[config.mk]
export PLATFORM = sky130hd
export DESIGN_NAME = xxsb_ram
export DESIGN_NICKNAME = d
export VERILOG_FILES = /design/src/rtl/xon_xoff_serial_buffer_unit_defines.svh /design/src/rtl/xxsb_ram.sv
export SDC_FILE = /design/constraint.sdc
export NUM_CORES = 1
export LEC_CHECK = 0
export BUFFER_PORTS_ARGS = -buffer_cell sky130_fd_sc_hd__buf_2
export CORE_MARGIN = 2
export CORE_UTILIZATION = 58
export DETAILED_ROUTE_END_ITERATION = 6
export PLACE_DENSITY = 0.76
export SYNTH_ARGS = -nofsm -noshare
export SYNTH_HDL_FRONTEND = slang
export SYNTH_SLANG_ARGS = --single-unit
[constraint.sdc]
create_clock -name clk -period 2.1 [get_ports clk]
set_input_delay 0 -clock clk [delete_from_list [all_inputs] [get_ports clk]]
set_output_delay 0 -clock clk [all_outputs]
set_load 0.01 [all_outputs]
[src/rtl/xon_xoff_serial_buffer_unit_defines.svh]
// Assertion macros for the serial buffer unit.
// Depends on nothing; taken in by files that check their own logic.
`ifndef XON_XOFF_SERIAL_BUFFER_UNIT_DEFINES_SVH
`define XON_XOFF_SERIAL_BUFFER_UNIT_DEFINES_SVH

`ifndef NO_ASSERTIONS
`define XXSB_ASSERT_IMPLIES(label, clk, rst, cond, prop) \
  label: assert property (@(posedge clk) disable iff (rst) (cond) |-> (prop)) \
    else $error("xxsb assertion failed");
`define XXSB_ASSERT_NEXT(label, clk, rst, cond, prop) \
  label: assert property (@(posedge clk) disable iff (rst) (cond) |=> (prop)) \
    else $error("xxsb assertion failed");
`else
`define XXSB_ASSERT_IMPLIES(label, clk, rst, cond, prop)
`define XXSB_ASSERT_NEXT(label, clk, rst, cond, prop)
`endif

`endif

[src/rtl/xxsb_ram.sv]
// Generic single-write, single-read RAM with registered read data.
// Depends on nothing.
`default_nettype none
module xxsb_ram #(
  parameter int WIDTH = 8,
  parameter int DEPTH = 16
) (
  input  wire logic                     clk,
  input  wire logic                     wr_en,
  input  wire logic [$clog2(DEPTH)-1:0] wr_addr,
  input  wire logic [WIDTH-1:0]         wr_data,
  input  wire logic                     rd_en,
  input  wire logic [$clog2(DEPTH)-1:0] rd_addr,
  output logic      [WIDTH-1:0]         rd_data
);

  logic [WIDTH-1:0] mem [DEPTH];

  always_ff @(posedge clk) begin
    if (wr_en) begin
      mem[wr_addr] <= wr_data;
    end
    if (rd_en) begin
      rd_data <= mem[rd_addr];
    end
  end

endmodule
`default_nettype wire

Word-level counts from Yosys, hierarchy flattened
Memories as Yosys holds them, arrays and structs flattened. A register that Yosys moved wholly into a read port is not among the register bits.
Cells that the tools add are included.
{"block": "totals", "memories": 1, "ramBits": 128, "ff_bits": 0, "wordCells": 3, "output_inout_bits": 8, "inputBits": 19}
{"block": "classes", "mux": 2}
{"memory": "mem", "depth": 16, "word_bits": 8, "read_ports": 1, "rd_ports_with_merged_regs": 1, "write_ports": 1, "line_no": "xxsb_ram.sv:17", "text": "logic [WIDTH-1:0] mem [DEPTH];"}
{"op": "$mux 1", "n": 2}

Logic depth before layout (Yosys ltp)
Gate-level depths: netlist of run 1.
{"block": "logic_depth", "depth_word": 2, "depth_mapped": 5, "ltp_nobuf": 3}

Worst setup path before layout of run 1
No wires, ideal clock.
{"block": "synth_path", "path_type": "input-to-reg", "start": "in wr_addr[2]", "end": "mem mem[0][0], enable pin", "slack_ns": 0.607, "path_stages": 2, "setup_time_ns": 0.383, "t_required_ns": 1.717, "arrival_time_ns": 1.110, "path_buffers": 0, "cell_sequence": "or3b_2 -> nor3_1"}
{"element": "from (decl)", "line_no": "xxsb_ram.sv:10", "text": "input wire logic [$clog2(DEPTH)-1:0] wr_addr,"}
{"element": "to (decl)", "line_no": "xxsb_ram.sv:17"}
Straight into the memory's write port.

==> flow_summary.json, run 1 <==
{
  "status": "complete, no violations",
  "fin_setup_tns_ns": 0,
  "cts.repair.resized": 0,
  "totalWireLength_mm": 10.5,
  "relSlewSlack_pct": 51.3,
  "timing.critical_path.depth": 3,
  "ys_seq_area_share_pct": 78.1,
  "antenna_found_initial": 0,
  "worst-path-buf-inv": 0,
  "seqPwrFrac_pct": 49.2,
  "drive_gt1_share_pct": 30.2,
  "path_cells": "mux4_1 -> a22oi_1 -> nand2_1",
  "port_buffers": 26,
  "path_clk_slew_ns": 0.06,
  "clk-insertion-delay-late_ns": 0.52,
  "drv_cap": 0,
  "p_leak_nw": 2.13,
  "final-max-slew-violation-count": 0,
  "rrSetupSlack_ns": 0.54,
  "die_width_um": 98.9,
  "route.vias.total": 2582,
  "cts.htree.levels": 4,
  "grt_max_degree": 33,
  "hold_path_depth": 3,
  "core_um2": 8720,
  "clk_path_buf_depth": 2,
  "p_sw_mw": 1.26,
  "grt_pass1_wl_mm": 15.8,
  "critPathKind": "reg -> reg",
  "grt.overflow.total": 0,
  "drc": 0,
  "tightest_slew_ns": 0.728,
  "start_util_pct": 59.9,
  "num_antenna_cells": 0,
  "p_per_area_nw_per_um2": 1000,
  "synth_largest_area_cell": "edfxtp_1",
  "comb_power_share_pct": 4.9,
  "clock_sinks": 136,
  "finalCritPeriodShare_pct": 74.3,
  "via_per_inst": 6.25,
  "final_common_cell": "edfxtp_1",
  "syn_area_um2": 5230,
  "grt_pass1_vias": 2535,
  "nets": 311,
  "drt_first_pass_iters": 5,
  "path_max_fanout": 1,
  "dp_hpwl_mm": 5.94,
  "rsz0062_at_grt": "false",
  "setup_viol": 0,
  "min_period_ns": 1.56,
  "cp.arrival_ns": 1.83,
  "io_pins": 27,
  "clkPwrFrac_pct": 45.9,
  "synthTopCellsByArea": "edfxtp_1 78%, mux4_2 7.8%, mux4_1 7.0%, a22oi_1 2.3%, nor2_1 0.93%",
  "worst_setup_path_start_kind": "register",
  "row_count": 34,
  "slowest_delay_ns": 0.53,
  "timing.critical_path.required_ns": 2.37,
  "wl_per_cell_um": 25.5,
  "cts.root.buffer_cell": "clkbuf_8",
  "fmax_mhz": 641,
  "syn_nets": 248,
  "hold_class": "in -> reg",
  "switching_share_pct": 20.1,
  "finalPower_mw": 6.25,
  "ys_seq_elements": 136,
  "globalplace.congestion": 0.759,
  "drt-initial-drc-count": 291,
  "avgSynthCellArea_um2": 22.8,
  "r2r_cells": 3,
  "die_area_um2": 9790,
  "hold_slack_ns": 0.0260,
  "peakVddDrop_mv": 0.640,
  "synthDistinctLibCells": 18,
  "final_hold_viol_count": 0,
  "cts_tree": "yes",
  "netlist_instances": 229,
  "cpLargestDelayFamily": "multiplexers",
  "die_h_um": 98.9,
  "cp-end-kind": "register",
  "synth_top_area_share_pct": 78.1,
  "ys_warn_count": 0,
  "clock-skew-final_ns": 0.00827,
  "cts_buffers": 17,
  "final_cell_mix": "136 x edfxtp_1, 26 x buf_2, 18 x mux4_2",
  "p_int_mw": 4.99,
  "area_growth_pct": 19.4,
  "ant_nets": 0,
  "utilization_pct": 71.6,
  "grt_usage_pct": 23.6,
  "worst_path_max_delay_cell": "mux4_1"
}
==> power by group through the flow <==
stage | sequential (mW) | combinational (mW) | clock [mW]
global placement | 3.13 | 0.284 | 0
CTS | 3.08 | 0.308 | 2.88
finish | 3.08 | 0.306 | 2.87
floorplan | 3.13 | 0.154 | 0
detailed placement | 3.13 | 0.289 | 0
global route | 3.08 | 0.329 | 3.00
==> cell type report <==
cell class                      instances  area (um2)
Sequential cell                       136        4080
Fill cell                             485        2480
Clock buffer                           20         425
Timing Repair Buffer                   54         388
Tap cell                              108         135
Clock inverter                         12         153
Multi-Input combinational cell         83        1060
==> routing by layer <==
| metal | up-vias | wire length (um) | global-route usage [%] |
|---|---|---|---|
| met3 | 19 | 844 | 7.02 |
| met1 | 1324 | 4170 | 33.2 |
| met4 | 0 | 204 | 9.17 |
| li1 | 1108 | - | - |
| met5 | - | 0 | 0 |
| met2 | 131 | 5310 | 35.7 |
==> worst register-to-register path, stage by stage (launching register included) <==
cell and delay [ns]:
edfxtp_1 0.39, mux4_1 0.53, a22oi_1 0.31, nand2_1 0.09
==> cell families (layout without fill, tap and decap cells) <==
group / after synthesis / count (layout) / share of synthesized area (%)
flip-flops: 136 / 136 / 78.1
AND/OR/NAND/NOR: 35 / 35 / 3.14
AO/OA/AOI/OAI: 16 / 16 / 2.30
multiplexers: 32 / 32 / 14.8
buffers and inverters: 10 / 86 / 1.65
==> registers in the layout (all words and copies together), names as in the netlist <==
register,count
mem,128
rd_data,8
==> repair_timing <==
item	CTS	global route
setup buffers	0	0
hold buffers	9	0
endpoints found under the hold margin	136	0
==> worst paths after layout <==
| kind | startpoint | end |
|---|---|---|
| worst max-delay path | mem[1][5]$_DFFE_PP_ | rd_data[5]$_DFFE_PP_ |
| worst min-delay path | wr_addr[0] | mem[4][6]$_DFFE_PP_ |
| worst max register to register | mem[1][5]$_DFFE_PP_ | rd_data[5]$_DFFE_PP_ |
| worst min register to register | mem[12][6]$_DFFE_PP_ | rd_data[6]$_DFFE_PP_ |
==> Yosys cell counts <==
master	count
nor2b_1	1
buf_6	3
nor2_1	13
nand3_1	1
a22oi_1	16
and2_1	1
nand2_1	9
or3b_2	1
nor3_1	4
buf_4	1
buf_2	3
nand3b_1	2
mux4_2	18
and2b_1	1
clkdlybuf4s25_2	3
nand2b_1	2
mux4_1	14
edfxtp_1	136
==> through the flow <==
| stage | area (um2) | setup slack, ns | std cells |
|---|---|---|---|
| after CTS | 6240 | 0.533 | 413 |
| after detailed placement | 5570 | 0.475 | 372 |
| after global routing | 6240 | 0.499 | 413 |
| after global placement | 5570 | 0.453 | 372 |
| after floorplan | 5230 | 0.607 | 229 |
| final | 6240 | 0.540 | 413 |
Power figures use the tool's default switching activity.
==> run 2, diff against run 1 <==
--- a/config.mk
+++ b/config.mk
@@ -5,11 +5,12 @@
 export SDC_FILE = /design/constraint.sdc
 export NUM_CORES = 1
 export LEC_CHECK = 0
+export ABC_AREA = 1
 export BUFFER_PORTS_ARGS = -buffer_cell sky130_fd_sc_hd__buf_2
 export CORE_MARGIN = 2
-export CORE_UTILIZATION = 58
+export CORE_UTILIZATION = 55
 export DETAILED_ROUTE_END_ITERATION = 6
-export PLACE_DENSITY = 0.76
+export PLACE_DENSITY = 0.75
 export SYNTH_ARGS = -nofsm -noshare
 export SYNTH_HDL_FRONTEND = slang
 export SYNTH_SLANG_ARGS = --single-unit
==> constraint.sdc (replaced) <==
create_clock -name clk -period 1.4 [get_ports clk]
set_input_delay 0 -clock clk [delete_from_list [all_inputs] [get_ports clk]]
set_output_delay 0 -clock clk [all_outputs]
set_load 0.01 [all_outputs]
==> run 2 against run 1 <==
  * Worst hold slack worse by 0.0030 ns
  * Clock skew decreased by 0.0017 ns
  * Wire length is 22% higher
  * Die area up 17%
  * Synthesized cell count increased by 140%
  * Sequential share of layout area decreased by 5.8 points
  * Fmax rose by 32%
  * Register-to-register slack worse by 0.32 ns
==> flow_summary.json, run 2 <==
{
  "status": "complete, no violations",
  "p_per_area_nw_per_um2": 1360,
  "io_pins": 27,
  "cp-end-kind": "register",
  "syn_nets": 570,
  "finalCritPeriodShare_pct": 84.5,
  "synth_top_area_share_pct": 69.8,
  "final_hold_viol_count": 0,
  "final_cell_mix": "173 x nand2_1, 136 x edfxtp_1, 100 x inv_1",
  "clk_path_buf_depth": 2,
  "rsz0062_at_grt": "false",
  "synth_ff_type": "edfxtp_1",
  "place_inst": 712,
  "netlist_instances": 551,
  "clock-skew-final_ns": 0.00656,
  "largest_register_ffs": 128,
  "reg_top3": "mem (128), rd_data (8)",
  "worst_slack_ns": 0.217,
  "grt_usage_pct": 24.8,
  "drt_first_pass_iters": 7,
  "synthArstFlopShare_pct": 0,
  "largest-register": "mem",
  "grt_max_degree": 37,
  "clock_sinks": 136,
  "via_per_inst": 5.25,
  "ys_top_cells_by_count": "173 x nand2_1, 136 x edfxtp_1, 100 x inv_1",
  "avgSynthCellArea_um2": 10.6,
  "place_worst_setup_slack_ns": 0.120,
  "row_count": 37,
  "fin_setup_tns_ns": 0,
  "num_antenna_cells": 0,
  "hold_slack_ns": 0.0231,
  "wl_per_cell_um": 17.1,
  "setup_viol": 0,
  "nets": 624,
  "start_util_pct": 56.6,
  "p_leak_nw": 2.97,
  "port_buffers": 26,
  "finalPower_mw": 9.35,
  "timing.critical_path.required_ns": 1.68,
  "worst_setup_path_start_kind": "register",
  "drt-initial-drc-count": 246,
  "die_h_um": 107,
  "relSlewSlack_pct": 58.6,
  "path_max_fanout": 1,
  "ys_seq_elements": 136,
  "synth_largest_area_cell": "edfxtp_1",
  "final_common_cell": "nand2_1",
  "critPathKind": "reg -> reg",
  "peakVddDrop_mv": 0.718,
  "hold_class": "in -> reg",
  "globalplace.congestion": 0.853,
  "area_growth_pct": 17.2,
  "clk-insertion-delay-late_ns": 0.53,
  "drc": 0,
  "drive_gt1_share_pct": 13.0,
  "synth_edf_count": 136,
  "fmax_mhz": 845,
  "synthTopCellsByArea": "edfxtp_1 70%, nand2_1 11%, nand3_1 8.3%, inv_1 6.4%, buf_6 1.2%",
  "cts_buffers": 17,
  "drv_cap": 0,
  "cts.htree.levels": 4,
  "cts_tree": "yes",
  "ys_seq_area_share_pct": 69.8,
  "cp.arrival_ns": 1.46,
  "path_clk_slew_ns": 0.06,
  "layoutNonFillerInstCount": 753,
  "ys_warn_count": 0,
  "tightest_slew_ns": 0.620,
  "totalWireLength_mm": 12.8,
  "fin_area_um2": 6850,
  "grt.overflow.total": 0,
  "route.vias.total": 3950,
  "synthDistinctLibCells": 11,
  "syn_area_um2": 5850,
  "antenna_found_initial": 0,
  "nFillCells": 789,
  "grt_pass1_vias": 3890,
  "grt_pass1_wl_mm": 20.7,
  "die_area_um2": 11500,
  "core_um2": 10300,
  "placed_cell_area_um2": 6200,
  "utilization_pct": 66.4,
  "min_period_ns": 1.18,
  "die_width_um": 107,
  "final-max-slew-violation-count": 0,
  "dp_hpwl_mm": 7.77,
  "cts.root.buffer_cell": "clkbuf_8",
  "ant_nets": 0,
  "synth_most_common_cell": "nand2_1"
}
==> run 2: cell count changes in the layout (fill, tap and decap cells not counted), moves of 4 or more <==
cell	before	now
nand2_1	9	173
inv_1	0	100
nand3_1	1	97
mux4_2	18	0
a22oi_1	16	0
mux4_1	14	0
nor2_1	13	17
nor3_1	4	0
==> run 2: cell families (layout without fill, tap and decap cells) <==
| logic type | Yosys count | in the layout | share of synthesized area (%) |
|---|---|---|---|
| DFF | 136 | 136 | 69.8 |
| and+or+nand+nor | 289 | 289 | 20.8 |
| buffers and inverters | 126 | 192 | 9.39 |
==> run 2: timing repair <==
| action | 4_1_cts | 5_1_grt |
|---|---|---|
| hold buffers | 10 | 0 |
| resized for setup | 0 | 0 |
| endpoints found under the hold margin | 144 | 0 |
| buffers inserted | 0 | 0 |
==> run 2: final timing paths <==
check,from,endpoint,slack [ns],depth (start not counted)
worst max-delay path,mem[3][6]$_DFFE_PP_,rd_data[6]$_DFFE_PP_,0.22,6
worst min-delay path,wr_en,mem[1][1]$_DFFE_PP_,0.02,3
worst max register to register,mem[3][6]$_DFFE_PP_,rd_data[6]$_DFFE_PP_,0.22,6
worst min register to register,mem[12][5]$_DFFE_PP_,rd_data[5]$_DFFE_PP_,0.75,6
==> run 2: area by class of cell <==
cell class / instances / area (um2) / area share (%)
flip-flops and latches: 136 / 4080 / 59.6
inverters: 102 / 383 / 5.59
repair buffers: 59 / 453 / 6.61
clock inverters: 13 / 133 / 1.94
clock buffers: 18 / 418 / 6.10
well taps: 136 / 170 / 2.48
multi-input cells: 289 / 1210 / 17.7
==> run 2: routing by layer <==
layer	track usage, %	vias to the layer above	share of wire, %
met5	0	-	0
met4	9.18	0	2.2
met3	6.02	26	8.0
met2	37.8	194	48
met1	34.9	1841	42
li1	-	1889	-
==> run 2: worst max-delay path, stage by stage, from the launching register on <==
cell and delay [ns]:
edfxtp_1 0.36, nand2_1 0.07, nand2_1 0.05, nand2_1 0.06, nand3_1 0.11, nand3_1 0.18
nand2_1 0.09
==> run 2: report_power, final <==
group / leakage [nW] / internal [mW] / switching [mW]
Clock: 0.264 / 2.51 / 1.64
Sequential: 1.24 / 4.59 / 0.0265
Combinational: 1.47 / 0.192 / 0.402
