### src/rtl/xon_xoff_serial_buffer_unit_defines.svh
// Assertion macros for the serial buffer unit.
// Depends on nothing; taken in by files that check their own logic.
`ifndef XON_XOFF_SERIAL_BUFFER_UNIT_DEFINES_SVH
`define XON_XOFF_SERIAL_BUFFER_UNIT_DEFINES_SVH

`ifndef NO_ASSERTIONS
`define XXSB_ASSERT_IMPLIES(label, clk, rst, cond, prop) \
  label: assert property (@(posedge clk) disable iff (rst) (cond) |-> (prop)) \
    else $error("xxsb assertion failed");
`define XXSB_ASSERT_NEXT(label, clk, rst, cond, prop) \
  label: assert property (@(posedge clk) disable iff (rst) (cond) |=> (prop)) \
    else $error("xxsb assertion failed");
`else
`define XXSB_ASSERT_IMPLIES(label, clk, rst, cond, prop)
`define XXSB_ASSERT_NEXT(label, clk, rst, cond, prop)
`endif

`endif

### src/rtl/xxsb_pkg.sv
// Shared types and constants of the serial buffer unit.
// Depends on nothing; used by the control module and the top level.
`default_nettype none
package xxsb_pkg;

  localparam int RX_DEPTH_DEF = 1024;
  localparam int TX_DEPTH_DEF = 8;
  localparam int MARK_W       = 11;
  localparam int BYTE_W       = 8;

  localparam logic [MARK_W-1:0] HIGH_MARK_RST = 11'd400;
  localparam logic [MARK_W-1:0] LOW_MARK_RST  = 11'd50;

  localparam logic [BYTE_W-1:0] XON_BYTE  = 8'h11;
  localparam logic [BYTE_W-1:0] XOFF_BYTE = 8'h13;

  localparam logic REG_HIGH_MARK = 1'b0;
  localparam logic REG_LOW_MARK  = 1'b1;

  typedef enum logic [1:0] {
    KIND_RX       = 2'd0,
    KIND_READ     = 2'd1,
    KIND_SEND     = 2'd2,
    KIND_TX_EMPTY = 2'd3
  } kind_t;

  typedef struct packed {
    logic              host_valid;
    logic              line_valid;
    logic              line_from_ram;
    logic [BYTE_W-1:0] line_byte;
    logic              rx_dropped;
    logic              tx_clogged;
    logic              flow_stopped;
  } step_t;

endpackage
`default_nettype wire

### src/rtl/xxsb_ctrl.sv
// Ring pointers, fill counts, flow-control state and mark registers.
// Depends on xxsb_pkg; drives the ports of both ring RAMs.
`default_nettype none
module xxsb_ctrl #(
  parameter int RX_DEPTH = xxsb_pkg::RX_DEPTH_DEF,
  parameter int TX_DEPTH = xxsb_pkg::TX_DEPTH_DEF
) (
  input  wire logic                             clk,
  input  wire logic                             rst,
  input  wire logic                             accept,
  input  wire xxsb_pkg::kind_t                  kind,
  input  wire logic [xxsb_pkg::BYTE_W-1:0]      data_byte,
  input  wire logic                             cfg_we,
  input  wire logic                             cfg_index,
  input  wire logic [xxsb_pkg::MARK_W-1:0]      cfg_data,
  output logic                                  rx_wr_en,
  output logic [$clog2(RX_DEPTH)-1:0]           rx_wr_addr,
  output logic [xxsb_pkg::BYTE_W-1:0]           rx_wr_data,
  output logic                                  rx_rd_en,
  output logic [$clog2(RX_DEPTH)-1:0]           rx_rd_addr,
  output logic                                  tx_wr_en,
  output logic [$clog2(TX_DEPTH)-1:0]           tx_wr_addr,
  output logic [xxsb_pkg::BYTE_W-1:0]           tx_wr_data,
  output logic                                  tx_rd_en,
  output logic [$clog2(TX_DEPTH)-1:0]           tx_rd_addr,
  output xxsb_pkg::step_t                       step
);

  localparam int RX_AW = $clog2(RX_DEPTH);
  localparam int RX_FW = $clog2(RX_DEPTH + 1);
  localparam int TX_AW = $clog2(TX_DEPTH);
  localparam int TX_FW = $clog2(TX_DEPTH + 1);
  localparam int CMP_W = (RX_FW > xxsb_pkg::MARK_W) ? RX_FW : xxsb_pkg::MARK_W;

  logic [xxsb_pkg::MARK_W-1:0] high_mark;
  logic [xxsb_pkg::MARK_W-1:0] low_mark;
  logic [RX_AW-1:0] rx_head, rx_head_next;
  logic [RX_AW-1:0] rx_tail, rx_tail_next;
  logic [RX_FW-1:0] rx_fill, rx_fill_next;
  logic [TX_AW-1:0] tx_head, tx_head_next;
  logic [TX_AW-1:0] tx_tail, tx_tail_next;
  logic [TX_FW-1:0] tx_fill, tx_fill_next;
  logic             xoff_sent, xoff_sent_next;
  logic             line_busy, line_busy_next;

  logic                        send_req;
  logic [xxsb_pkg::BYTE_W-1:0] send_b;
  logic [TX_FW-1:0]            tx_room;

  assign rx_wr_addr = rx_tail;
  assign rx_wr_data = data_byte;
  assign rx_rd_addr = rx_head;
  assign tx_wr_addr = tx_tail;
  assign tx_wr_data = send_b;
  assign tx_rd_addr = tx_head;

  always_comb begin
    rx_head_next   = rx_head;
    rx_tail_next   = rx_tail;
    rx_fill_next   = rx_fill;
    tx_head_next   = tx_head;
    tx_tail_next   = tx_tail;
    tx_fill_next   = tx_fill;
    xoff_sent_next = xoff_sent;
    line_busy_next = line_busy;
    rx_wr_en       = 1'b0;
    rx_rd_en       = 1'b0;
    tx_wr_en       = 1'b0;
    tx_rd_en       = 1'b0;
    send_req       = 1'b0;
    send_b         = data_byte;
    step           = '0;
    case (kind)
      xxsb_pkg::KIND_RX: begin
        if (rx_fill < RX_FW'(RX_DEPTH)) begin
          rx_wr_en     = accept;
          rx_tail_next = (rx_tail == RX_AW'(RX_DEPTH - 1)) ? '0 : rx_tail + 1'b1;
          rx_fill_next = rx_fill + 1'b1;
          if (CMP_W'(rx_fill_next) >= CMP_W'(high_mark) && !xoff_sent) begin
            xoff_sent_next = 1'b1;
            send_req       = 1'b1;
            send_b         = xxsb_pkg::XOFF_BYTE;
          end
        end else begin
          step.rx_dropped = 1'b1;
        end
      end
      xxsb_pkg::KIND_READ: begin
        if (rx_fill != '0) begin
          rx_rd_en        = accept;
          step.host_valid = 1'b1;
          rx_head_next    = (rx_head == RX_AW'(RX_DEPTH - 1)) ? '0 : rx_head + 1'b1;
          rx_fill_next    = rx_fill - 1'b1;
        end
        if (CMP_W'(rx_fill_next) < CMP_W'(low_mark) && xoff_sent) begin
          xoff_sent_next = 1'b0;
          send_req       = 1'b1;
          send_b         = xxsb_pkg::XON_BYTE;
        end
      end
      xxsb_pkg::KIND_SEND: begin
        send_req = 1'b1;
      end
      xxsb_pkg::KIND_TX_EMPTY: begin
        if (tx_fill != '0) begin
          tx_rd_en           = accept;
          step.line_valid    = 1'b1;
          step.line_from_ram = 1'b1;
          tx_head_next       = (tx_head == TX_AW'(TX_DEPTH - 1)) ? '0 : tx_head + 1'b1;
          tx_fill_next       = tx_fill - 1'b1;
          line_busy_next     = 1'b1;
        end else begin
          line_busy_next = 1'b0;
        end
      end
      default: begin
      end
    endcase

    tx_room = (send_b == xxsb_pkg::XON_BYTE || send_b == xxsb_pkg::XOFF_BYTE)
            ? TX_FW'(TX_DEPTH) : TX_FW'(TX_DEPTH - 1);
    if (send_req) begin
      if (!line_busy) begin
        step.line_valid = 1'b1;
        step.line_byte  = send_b;
        line_busy_next  = 1'b1;
      end else if (tx_fill < tx_room) begin
        tx_wr_en     = accept;
        tx_tail_next = (tx_tail == TX_AW'(TX_DEPTH - 1)) ? '0 : tx_tail + 1'b1;
        tx_fill_next = tx_fill + 1'b1;
      end else begin
        step.tx_clogged = 1'b1;
      end
    end
    step.flow_stopped = xoff_sent_next;
  end

  always_ff @(posedge clk) begin
    if (rst) begin
      high_mark <= xxsb_pkg::HIGH_MARK_RST;
      low_mark  <= xxsb_pkg::LOW_MARK_RST;
      rx_head   <= '0;
      rx_tail   <= '0;
      rx_fill   <= '0;
      tx_head   <= '0;
      tx_tail   <= '0;
      tx_fill   <= '0;
      xoff_sent <= 1'b0;
      line_busy <= 1'b0;
    end else begin
      if (cfg_we) begin
        if (cfg_index == xxsb_pkg::REG_HIGH_MARK) begin
          high_mark <= cfg_data;
        end else begin
          low_mark <= cfg_data;
        end
      end
      if (accept) begin
        rx_head   <= rx_head_next;
        rx_tail   <= rx_tail_next;
        rx_fill   <= rx_fill_next;
        tx_head   <= tx_head_next;
        tx_tail   <= tx_tail_next;
        tx_fill   <= tx_fill_next;
        xoff_sent <= xoff_sent_next;
        line_busy <= line_busy_next;
      end
    end
  end

endmodule
`default_nettype wire
### config.mk
export PLATFORM = sky130hd
export DESIGN_NAME = xxsb_ctrl
export DESIGN_NICKNAME = d
export VERILOG_FILES = /design/src/rtl/xon_xoff_serial_buffer_unit_defines.svh /design/src/rtl/xxsb_pkg.sv /design/src/rtl/xxsb_ctrl.sv
export SDC_FILE = /design/constraint.sdc
export NUM_CORES = 1
export LEC_CHECK = 0
export CORE_MARGIN = 3
export CORE_UTILIZATION = 35
export CTS_CLUSTER_SIZE = 24
export DETAILED_ROUTE_END_ITERATION = 7
export DONT_BUFFER_PORTS = 1
export PLACE_DENSITY = 0.47
export SYNTH_ARGS = -nofsm -noshare
export SYNTH_HDL_FRONTEND = slang
export SYNTH_SLANG_ARGS = --single-unit
### constraint.sdc
create_clock -name clk -period 6.35 [get_ports clk]
set_input_delay 0.635 -clock clk [delete_from_list [all_inputs] [get_ports clk]]
set_output_delay 0.635 -clock clk [all_outputs]
set_load 0.01 [all_outputs]
Yosys cells after proc, flatten, opt, wreduce, memory -nomap -nowiden

Index checks and enable logic that the tools add are counted.

$add $sub $neg: 8
Magnitude comparators: 4
Equal/unequal tests: 10
Mux-type cells: 52
Bitwise gates (word level): 1
Reductions and logical operators: 15

Operator list:

| kind                                               | count |
|---|---|
| two-way mux 8 bit                                  | 5 |
| two-way mux 11 bit                                 | 3 |
| two-way mux 1 bit                                  | 28 |
| two-way mux 4 bit                                  | 6 |
| case mux 11 bit (2 select lines)                   | 1 |
| adder 10 x 1 -> 10 bit, second input constant      | 2 |
| == test 10 bit, second input constant              | 2 |
| two-way mux 10 bit                                 | 2 |
| == test 8 x 5 -> 1 bit, second input constant      | 2 |
| case mux 8 bit (2 select lines)                    | 1 |
| AND reduction 3 bit                                | 4 |
| adder 11 x 1 -> 11 bit, second input constant      | 1 |
| >= comparator 11 bit                               | 1 |
| < comparator 11 bit                                | 1 |
| < comparator 11 bit, second input constant         | 1 |
| nonzero test 11 bit                                | 1 |
| subtractor 11 x 1 -> 11 bit, second input constant | 1 |
| adder 3 x 1 -> 3 bit, second input constant        | 2 |
| == test 3 bit, second input constant               | 2 |
| two-way mux 3 bit                                  | 2 |
| adder 4 x 1 -> 4 bit, second input constant        | 1 |
| == test 2 bit, second input constant               | 2 |
| < comparator 4 bit                                 | 1 |
| two-way mux 2 bit                                  | 2 |
| 14 further kinds                                   | 16 |

Register bits after elaboration: 65
Input bits: 26
Output and inout bits: 60

Longest topological paths before layout

Gate-level depths: netlist of run 1.

Depth in word-level cells: 14
Depth in mapped cells: 25
Mapped depth without buffers: 21

Worst setup path before layout of run 1

OpenSTA, ideal clock, no wires.

Path type: register to output
From: reg rx_fill[0]
To: out step[1] (netlist name)
Data arrival time: 4.172 ns
Slack: 1.543 ns
Cell stages (with the launch flop): 24
Cells stage by stage: dfxtp_1 > buf_2 > inv_1 > ha_1 > nor3b_1 > and3_1 > clkbuf_1 > nor3_1 > nand2_1 > xnor2_1 > ha_1 > nand2_1 > o21ai_0 > a2111oi_4 > o211ai_2 > buf_6 > and2_1 > nand2_1 > inv_1 > ha_1 > a211oi_1 > and3_1 > a31oi_1 > and3_1

RTL lines:

| item                   | RTL line         | source |
|---|---|---|
| start, declared        | xxsb_ctrl.sv:39  | `logic [RX_FW-1:0] rx_fill, rx_fill_next;` |
| start signal, assigned | xxsb_ctrl.sv:161 | `rx_fill <= rx_fill_next;` |
| end, declared          | xxsb_ctrl.sv:26  | `output xxsb_pkg::step_t step` |

==> PnR_summary.wiki, run 1 <==
{| class="wikitable"
! Metric !! Value
|-
| Via count of the first global-routing pass || 3,533
|-
| Worst-path cell chain || inv_1 -> ha_1 -> nor3b_1 -> and3_1 -> nor4b_1 -> xor2_1 -> ha_1 -> and4_1 -> o211ai_1 -> a41o_1 -> o211ai_4 -> and2_1 -> nand2_1 -> inv_1 -> ha_1 -> a211oi_1 -> and3_1 -> a31oi_1 -> and3_1
|-
| Starting Density || 36.2%
|-
| Switching fraction of total power || 28.2%
|-
| Root buf cell || sky130_fd_sc_hd__clkbuf_16
|-
| Clk buf depth || 2
|-
| Class of the worst hold path || in -> reg
|-
| Unrepaired setup endpoints after global routing || false
|-
| Clock H-tree levels || 3
|-
| Number of antenna cells inserted || 0
|-
| Number of different library cells in the post-synthesis netlist || 60
|-
| Die X-Extent || 118 µm
|-
| Combinational group share of total power || 18.9%
|-
| Placed wire-length estimate after detailed placement || 8.15 mm
|-
| Detailed-route via count || 3,708
|-
| Ys async rst share || 0%
|-
| Crit path max fanout || 12
|-
| Clock period minus worst slack || 5.84 ns
|-
| Final period util || 91.9%
|-
| Largest stage delay on the critical path || 0.53 ns
|-
| Status || finished, final reports clean
|-
| Number of nets in the layout || 601
|-
| Fmax || 171 MHz
|-
| Total core area || 0.0121 mm²
|-
| Register bit total from synthesis || 65
|-
| Worst-Skew Late Latency || 0.34 ns
|-
| # Post-CTS Setup Buffers || 0
|-
| Maximum VDD drop || 0.000144 V
|-
| Count of hold-fix buffers inserted at cts || 0
|-
| Crit path DAT || 5.20 ns
|-
| Setup-failing EPs final || 0
|-
| Hold Path Origin || rst
|-
| Rel. slew slack || 32.2%
|-
| Final sum of negative setup slack || 0 ns
|-
| Port Buf Inserts || 0
|-
| Internal power summed over all cells || 845 µW
|-
| Number of antenna-violating nets in the routed design || 0
|-
| Sequential element share of the synthesized area || 29.7%
|-
| Largest net degree at the start of global routing || 57
|-
| Delay-heaviest family, CP || simple AND/OR/NAND/NOR gates
|-
| Top-Level Pins || 86
|-
| DRT Pass-1 Iters || 4
|-
| Endpoint kind of the worst setup timing path || output pin
|-
| Share of total power in sequential cells || 37.1%
|-
| Post-synth top area cell || sky130_fd_sc_hd__dfxtp_1
|-
| Critical path's slowest cell || sky130_fd_sc_hd__dfxtp_1
|-
| Leakage power figure || 1.94 nW
|-
| Drt initial violations || 210
|-
| Maximum Capacitance Violations || 0
|-
| Number of antenna violations at the first check in global routing || 0
|-
| WL/cell || 15.4 µm
|-
| Post-synthesis average cell area || 7.69 µm²
|-
| Cells after Synth || 570
|-
| Start point of the critical path || rx_fill[0]
|-
| Least-Margin Pin Slew || 1.01 ns
|-
| Switching pwr || 331 µW
|-
| Critical Setup Path Class || reg -> out
|-
| Largest cells by area after synthesis || sky130_fd_sc_hd__dfxtp_1 30%, sky130_fd_sc_hd__ha_1 10%, sky130_fd_sc_hd__nand2_1 8.1%
|-
| Number of max-slew violations in the final report || 0
|-
| Fraction of power consumed by the clock network || 44.0%
|-
| Total Routing Usage GR || 16.2%
|-
| Wire length of the first global-routing pass || 18.3 mm
|-
| CTS tree || built
|-
| P per Cell Area || 252 mW/mm²
|-
| Die Span Y || 118 µm
|-
| Startpoint class of the critical path || flop
|-
| WL final || 11.0 mm
|-
| Worst Hold Slack || 0.363 ns
|-
| Clock-pin slew on the worst setup and hold paths || 0.06 ns
|-
| DRC || 0
|-
| Cell area after synthesis || 0.00438 mm²
|-
| Last weighted congestion value of the routability-driven placer || 0.843
|-
| Reg-to-reg startpoint || rx_fill[0]
|-
| Hold Violations, Final || 0
|-
| Number of core rows || 40
|-
| Total overflow reported by the global router || 0
|-
| Combined buffer and inverter count along the critical path || 2
|-
| Dominant synthesized flop cell || sky130_fd_sc_hd__dfxtp_1
|-
| Die Footprint || 0.0139 mm²
|-
| TritonCTS buffer count || 9
|-
| Count of synthesis-stage warnings from yosys || 0
|-
| Final setup skew || 0.00527 ns
|-
| Synthesized net count || 631
|-
| Share of post-route cells with drive strength above 1 || 5.32%
|-
| Area growth, synth to finish || 6.63%
|-
| Data required time at the worst endpoint || 5.71 ns
|-
| Number of sinks handled by clock tree synthesis || 65
|-
| Count of flip-flops with a built-in enable after synthesis || 0
|-
| Area share of the largest cell type after synthesis || 29.7%
|-
| Per-cell via count in the routed design || 5.20
|}
-- registers in the layout, indices dropped and copies added, names as in the netlist --
register	cells
rx_fill	11
tx_wr_addr	3
rx_wr_addr	10
low_mark	11
high_mark	11
tx_fill	4
rx_rd_addr	10
line_busy	1
tx_rd_addr	3
xoff_sent	1
-- worst reg2reg max path: cells and delay by family (launching register included) --
family | cells | cell delay (ns)
AND/OR/NAND/NOR | 7 | 1.75
AO/OA/AOI/OAI | 6 | 1.45
adder cells (fa/ha/maj) | 3 | 0.78
flip-flops | 1 | 0.53
multiplexers | 1 | 0.31
buffers and inverters | 2 | 0.19
XOR/XNOR | 1 | 0.16
-- stage by stage --
| stage | util (%) | std cells | power, mW | worst slack [ns] | area (µm²) |
|---|---|---|---|---|---|
| 2_1_floorplan | - | 570 | 0.635 | 1.54 | 4380 |
| 3_3_place_gp | 35.9 | 697 | 0.666 | 1.03 | 4340 |
| 3_5_place_dp | 35.9 | 697 | 0.667 | 0.806 | 4340 |
| 4_1_cts | 38.5 | 713 | 1.19 | 0.424 | 4660 |
| 5_1_grt | 38.6 | 713 | 1.25 | 0.00418 | 4670 |
| 6_report | 38.6 | 713 | 1.18 | 0.512 | 4670 |
-- Yosys cell counts (all sizes together) (2+ instances only) --
master	count
nor2	58
a41o	3
nor4	2
ha	35
a31oi	5
and4	2
nand3	15
dfxtp	65
nor3	12
nor4b	2
o21ai	17
or3	7
o2111ai	2
clkbuf	16
mux2	3
xnor2	13
o211ai	2
and2	8
mux2i	2
a21o	3
a2bb2oi	3
nor3b	3
nand3b	4
a31o	5
a211oi	2
and3	21
nor2b	7
buf	26
inv	28
a211o	3
nand4	6
xor2	21
or4	3
a2111oi	2
nand2	94
nand2b	12
a21oi	46
-- worst paths after layout --
| path | to | slack (ns) | cells after the start |
|---|---|---|---|
| worst max-delay path | step[1] | 0.51 | 19 |
| worst min-delay path | tx_wr_addr[1] | 0.36 | 1 |
| worst max register to register | tx_fill[0] | 1.06 | 20 |
| worst min register to register | low_mark[3] | 0.45 | 2 |
-- placed cells by master (no fill, tap or decap), types with 9 or more instances in the layout --
cell type and instances:
sky130_fd_sc_hd__nor2_1 58, sky130_fd_sc_hd__o21ai_0 12, sky130_fd_sc_hd__inv_1 28, sky130_fd_sc_hd__xor2_1 21, sky130_fd_sc_hd__dfxtp_1 64, sky130_fd_sc_hd__nand3_1 14
sky130_fd_sc_hd__xnor2_1 13, sky130_fd_sc_hd__a21oi_1 46, sky130_fd_sc_hd__nand2_1 94, sky130_fd_sc_hd__nor3_1 12, sky130_fd_sc_hd__and3_1 21, sky130_fd_sc_hd__clkbuf_16 9
sky130_fd_sc_hd__ha_1 35, sky130_fd_sc_hd__nand2b_1 12
-- area by class of cell --
cell class	count	area [µm²]
clock inverters	4	50.0
fillers	1279	7440
clock buffers	12	267
flip-flops and latches	65	1300
repair buffers	1	7.51
well taps	168	210
inverters	28	105
multi-input cells	435	2730
-- kinds of logic (layout without fill, tap and decap cells) --
family / count (synthesis) / in the layout / share of synthesized area [%]
buf+inv: 70 / 45 / 8.20
xor+xnor: 34 / 34 / 6.80
compound gates: 102 / 102 / 15.2
fa+ha+maj: 35 / 35 / 10.0
flops: 65 / 65 / 29.7
mux: 5 / 5 / 1.23
simple gates: 259 / 259 / 28.8
-- power groups by stage --
stage / Combinational, mW / Sequential, mW / Clock [mW]
6_report: 0.222 / 0.437 / 0.517
5_1_grt: 0.255 / 0.439 / 0.558
4_1_cts: 0.223 / 0.436 / 0.535
3_5_place_dp: 0.222 / 0.445 / 0
3_3_place_gp: 0.221 / 0.445 / 0
2_1_floorplan: 0.199 / 0.436 / 0
-- per-layer routing --
| layer | GRT usage [%] | vias to the layer above | part of all wire, % |
|---|---|---|---|
| li1 | - | 1885 | - |
| met1 | 21.5 | 1698 | 46 |
| met2 | 24.2 | 109 | 44 |
| met3 | 5.67 | 16 | 7.5 |
| met4 | 6.52 | 0 | 2.2 |
| met5 | 0 | - | 0 |
-- what timing repair did --
item | in CTS | in global routing
resized for setup | 0 | 2
hold endpoints to repair | 0 | 0
endpoints found under the setup margin | 0 | 2
No activity file was read; power rests on OpenSTA's default activity.
==> run 2: changes to the inputs <==
--- a/config.mk
+++ b/config.mk
@@ -5,12 +5,12 @@
 export SDC_FILE = /design/constraint.sdc
 export NUM_CORES = 1
 export LEC_CHECK = 0
-export CORE_MARGIN = 3
+export CORE_MARGIN = 2
 export CORE_UTILIZATION = 35
 export CTS_CLUSTER_SIZE = 24
 export DETAILED_ROUTE_END_ITERATION = 7
 export DONT_BUFFER_PORTS = 1
-export PLACE_DENSITY = 0.47
+export PLACE_DENSITY_LB_ADDON = 0.2
 export SYNTH_ARGS = -nofsm -noshare
 export SYNTH_HDL_FRONTEND = slang
 export SYNTH_SLANG_ARGS = --single-unit
==> PnR_summary.wiki, run 2 (synthesis results as in run 1) <==
{| class="wikitable"
! Metric !! Value
|-
| Die Footprint || 0.0134 mm² (was 0.0139 mm²)
|-
| Total Routing Usage GR || 16.8% (was 16.2%)
|-
| Clock period minus worst slack || 5.82 ns (was 5.84 ns)
|-
| Worst-Skew Late Latency || 0.34 ns (about the same)
|-
| Number of nets in the layout || 601 (unchanged)
|-
| Area growth, synth to finish || 6.43% (was 6.63%)
|-
| Depth of the most critical reg-to-reg path || 18 (was 20)
|-
| Setup-failing EPs final || 0 (unchanged)
|-
| Last weighted congestion value of the routability-driven placer || 0.883 (was 0.843)
|-
| Flop2flop setup slack || 1.00 ns (was 1.06 ns)
|-
| Root buf cell || sky130_fd_sc_hd__clkbuf_16 (unchanged)
|-
| Starting Density || 36.2% (unchanged)
|-
| Critical path's slowest cell || sky130_fd_sc_hd__dfxtp_1 (unchanged)
|-
| Clk buf depth || 2 (unchanged)
|-
| Leakage power figure || 1.93 nW (was 1.94 nW)
|-
| DRT Pass-1 Iters || 4 (unchanged)
|-
| Class of the worst hold path || in -> reg (unchanged)
|-
| Worst hold path cell count || 1 (unchanged)
|-
| DRC || 0 (unchanged)
|-
| Reg-to-reg startpoint || rx_fill[2] (was rx_fill[0])
|-
| Unrepaired setup endpoints after global routing || false (unchanged)
|-
| Hold Violations, Final || 0 (unchanged)
|-
| Startpoint class of the critical path || flop (unchanged)
|-
| Rel. slew slack || 38.7% (was 32.2%)
|-
| Cell area after placement || 0.00434 mm² (unchanged)
|-
| Total overflow reported by the global router || 0 (unchanged)
|-
| Final period util || 91.7% (was 91.9%)
|-
| Largest net degree at the start of global routing || 57 (unchanged)
|-
| Number of core rows || 40 (unchanged)
|-
| Endpoint kind of the worst setup timing path || output pin (unchanged)
|-
| TritonCTS buffer count || 9 (unchanged)
|-
| Die Span Y || 116 µm (was 118 µm)
|-
| Detailed-route via count || 3,704 (was 3,708)
|-
| End point of the worst hold path || tx_rd_addr[0] (was tx_wr_addr[1])
|-
| Number of antenna cells inserted || 0 (unchanged)
|-
| Placed wire-length estimate after detailed placement || 7.98 mm (was 8.15 mm)
|-
| Number of inserted filler cells in the final layout || 1,310 (was 1,279)
|-
| Final setup skew || 0.0119 ns (was 0.00527 ns)
|-
| Worst-path cell chain || nand3_1 -> or3_1 -> nor2_1 -> xor2_1 -> ha_1 -> a2111oi_0 -> o21ai_1 -> a221oi_1 -> or4_1 -> and2_1 -> nand2_1 -> inv_1 -> ha_1 -> a211oi_1 -> and3_1 -> a31oi_2 -> and3_1 (was inv_1 -> ha_1 -> nor3b_1 -> and3_1 -> nor4b_1 -> xor2_1 -> ha_1 -> and4_1 -> o211ai_1 -> a41o_1 -> o211ai_4 -> and2_1 -> nand2_1 -> inv_1 -> ha_1 -> a211oi_1 -> and3_1 -> a31oi_1 -> and3_1)
|-
| Clock-pin slew on the worst setup and hold paths || 0.06 ns (about the same)
|-
| Via count of the first global-routing pass || 3,550 (was 3,533)
|-
| Registers with the most flip-flops || high_mark x11, low_mark x11, rx_fill x11 (unchanged)
|-
| Top-Level Pins || 86 (unchanged)
|-
| Count of hold-fix buffers inserted at cts || 0 (unchanged)
|-
| Crit path max fanout || 9 (was 12)
|-
| Clock H-tree levels || 3 (unchanged)
|-
| Final sum of negative setup slack || 0 ns (unchanged)
|-
| Critical Setup Path Class || reg -> out (unchanged)
|-
| Largest stage delay on the critical path || 0.57 ns (was 0.53 ns)
|-
| Per-cell via count in the routed design || 5.19 (was 5.20)
|-
| Die X-Extent || 116 µm (was 118 µm)
|-
| Number of antenna-violating nets in the routed design || 0 (unchanged)
|-
| Data required time at the worst endpoint || 5.71 ns (about the same)
|-
| # Post-CTS Setup Buffers || 0 (unchanged)
|-
| CTS tree || built (unchanged)
|-
| Port Buf Inserts || 0 (unchanged)
|-
| Fmax || 172 MHz (was 171 MHz)
|-
| Total core area || 0.0121 mm² (unchanged)
|-
| Drt initial violations || 156 (was 210)
|-
| Share of post-route cells with drive strength above 1 || 5.32% (unchanged)
|-
| Cell area after layout || 0.00466 mm² (was 0.00467 mm²)
|-
| Maximum Capacitance Violations || 0 (unchanged)
|-
| Number of max-slew violations in the final report || 0 (unchanged)
|-
| Total power draw || 1.16 mW (was 1.18 mW)
|-
| Pre-CTS setup slack || 0.796 ns (was 0.806 ns)
|-
| Commonest non-fill, non-tap cells in the layout || 94 x sky130_fd_sc_hd__nand2_1, 65 x sky130_fd_sc_hd__dfxtp_1, 58 x sky130_fd_sc_hd__nor2_1, 46 x sky130_fd_sc_hd__a21oi_1, 35 x sky130_fd_sc_hd__ha_1 (was 94 x sky130_fd_sc_hd__nand2_1, 64 x sky130_fd_sc_hd__dfxtp_1, 58 x sky130_fd_sc_hd__nor2_1, 46 x sky130_fd_sc_hd__a21oi_1, 35 x sky130_fd_sc_hd__ha_1)
|-
| Hold Path Origin || rst (unchanged)
|-
| Number of antenna violations at the first check in global routing || 0 (unchanged)
|-
| Least-Margin Pin Slew || 0.918 ns (was 1.01 ns)
|-
| Crit path DAT || 5.18 ns (was 5.20 ns)
|-
| Status || finished, final reports clean (unchanged)
|-
| Wire length of the first global-routing pass || 17.7 mm (was 18.3 mm)
|-
| Post-layout worst setup margin || 0.530 ns (was 0.512 ns)
|-
| Most common cell after layout, fill and taps aside || sky130_fd_sc_hd__nand2_1 (unchanged)
|-
| Terminus of the critical flop-to-flop path || tx_fill[0] (unchanged)
|-
| WL/cell || 15.2 µm (was 15.4 µm)
|-
| P per Cell Area || 250 mW/mm² (was 252 mW/mm²)
|-
| WL final || 10.9 mm (was 11.0 mm)
|-
| Number of sinks handled by clock tree synthesis || 65 (unchanged)
|-
| Maximum VDD drop || 0.000119 V (was 0.000144 V)
|}
==> run 2: report_power, final <==
group / total [mW] / internal, mW / switching, mW
clock: 0.505 / 0.307 / 0.199
combinational: 0.222 / 0.0897 / 0.132
sequential: 0.436 / 0.420 / 0.0157
total: 1.16 / 0.817 / 0.346
==> run 2: cell type report <==
type / count / area [µm²] / area share (%)
multi-input cells: 435 / 2740 / 58.7
flip-flops and latches: 65 / 1300 / 27.9
clock buffers: 9 / 225 / 4.83
well taps: 168 / 210 / 4.51
inverters: 28 / 105 / 2.25
clock inverters: 7 / 77.6 / 1.66
repair buffers: 1 / 7.51 / 0.161
==> run 2: critical path: cells and delay by family, from the launching register on <==
kind                     cells  cell delay (ns)
flip-flops                   1             0.57
AND/OR/NAND/NOR              8             2.20
adder cells (fa/ha/maj)      2             0.51
AO/OA/AOI/OAI                5             1.25
XOR/XNOR                     1             0.22
buffers and inverters        1             0.09
==> run 2: how the worst max path moves through the flow <==
| stage | from | to |
|---|---|---|
| after global placement | rx_fill[0] | step[1] |
| after detailed placement | rx_fill[0] | step[1] |
| final | rx_fill[2] | step[1] |
| after floorplan | rx_fill[0] | step[1] |
| after CTS | rx_fill[0] | step[1] |
| after global routing | rx_fill[2] | step[1] |
==> run 2: per-layer routing <==
layer | track usage [%] | share of wire, % | vias up
met5 | 0 | 0 | -
met4 | 5.48 | 0.66 | 0
met3 | 4.18 | 5.0 | 6
met2 | 27.3 | 48 | 94
met1 | 21.9 | 47 | 1710
li1 | - | - | 1894
==> run 2: metrics by stage <==
step / hold WS, ns / utilization (%) / instances
floorplan: 0.436 / - / 570
global placement: 0.441 / 35.9 / 697
detailed placement: 0.447 / 35.9 / 697
CTS: 0.352 / 38.4 / 713
global route: 0.352 / 38.5 / 713
finish: 0.368 / 38.5 / 713
==> run 2: repair_timing <==
item,4_1_cts,5_1_grt
setup endpoints to repair,0,2
gates resized for setup,0,2
endpoints found under the hold margin,0,0
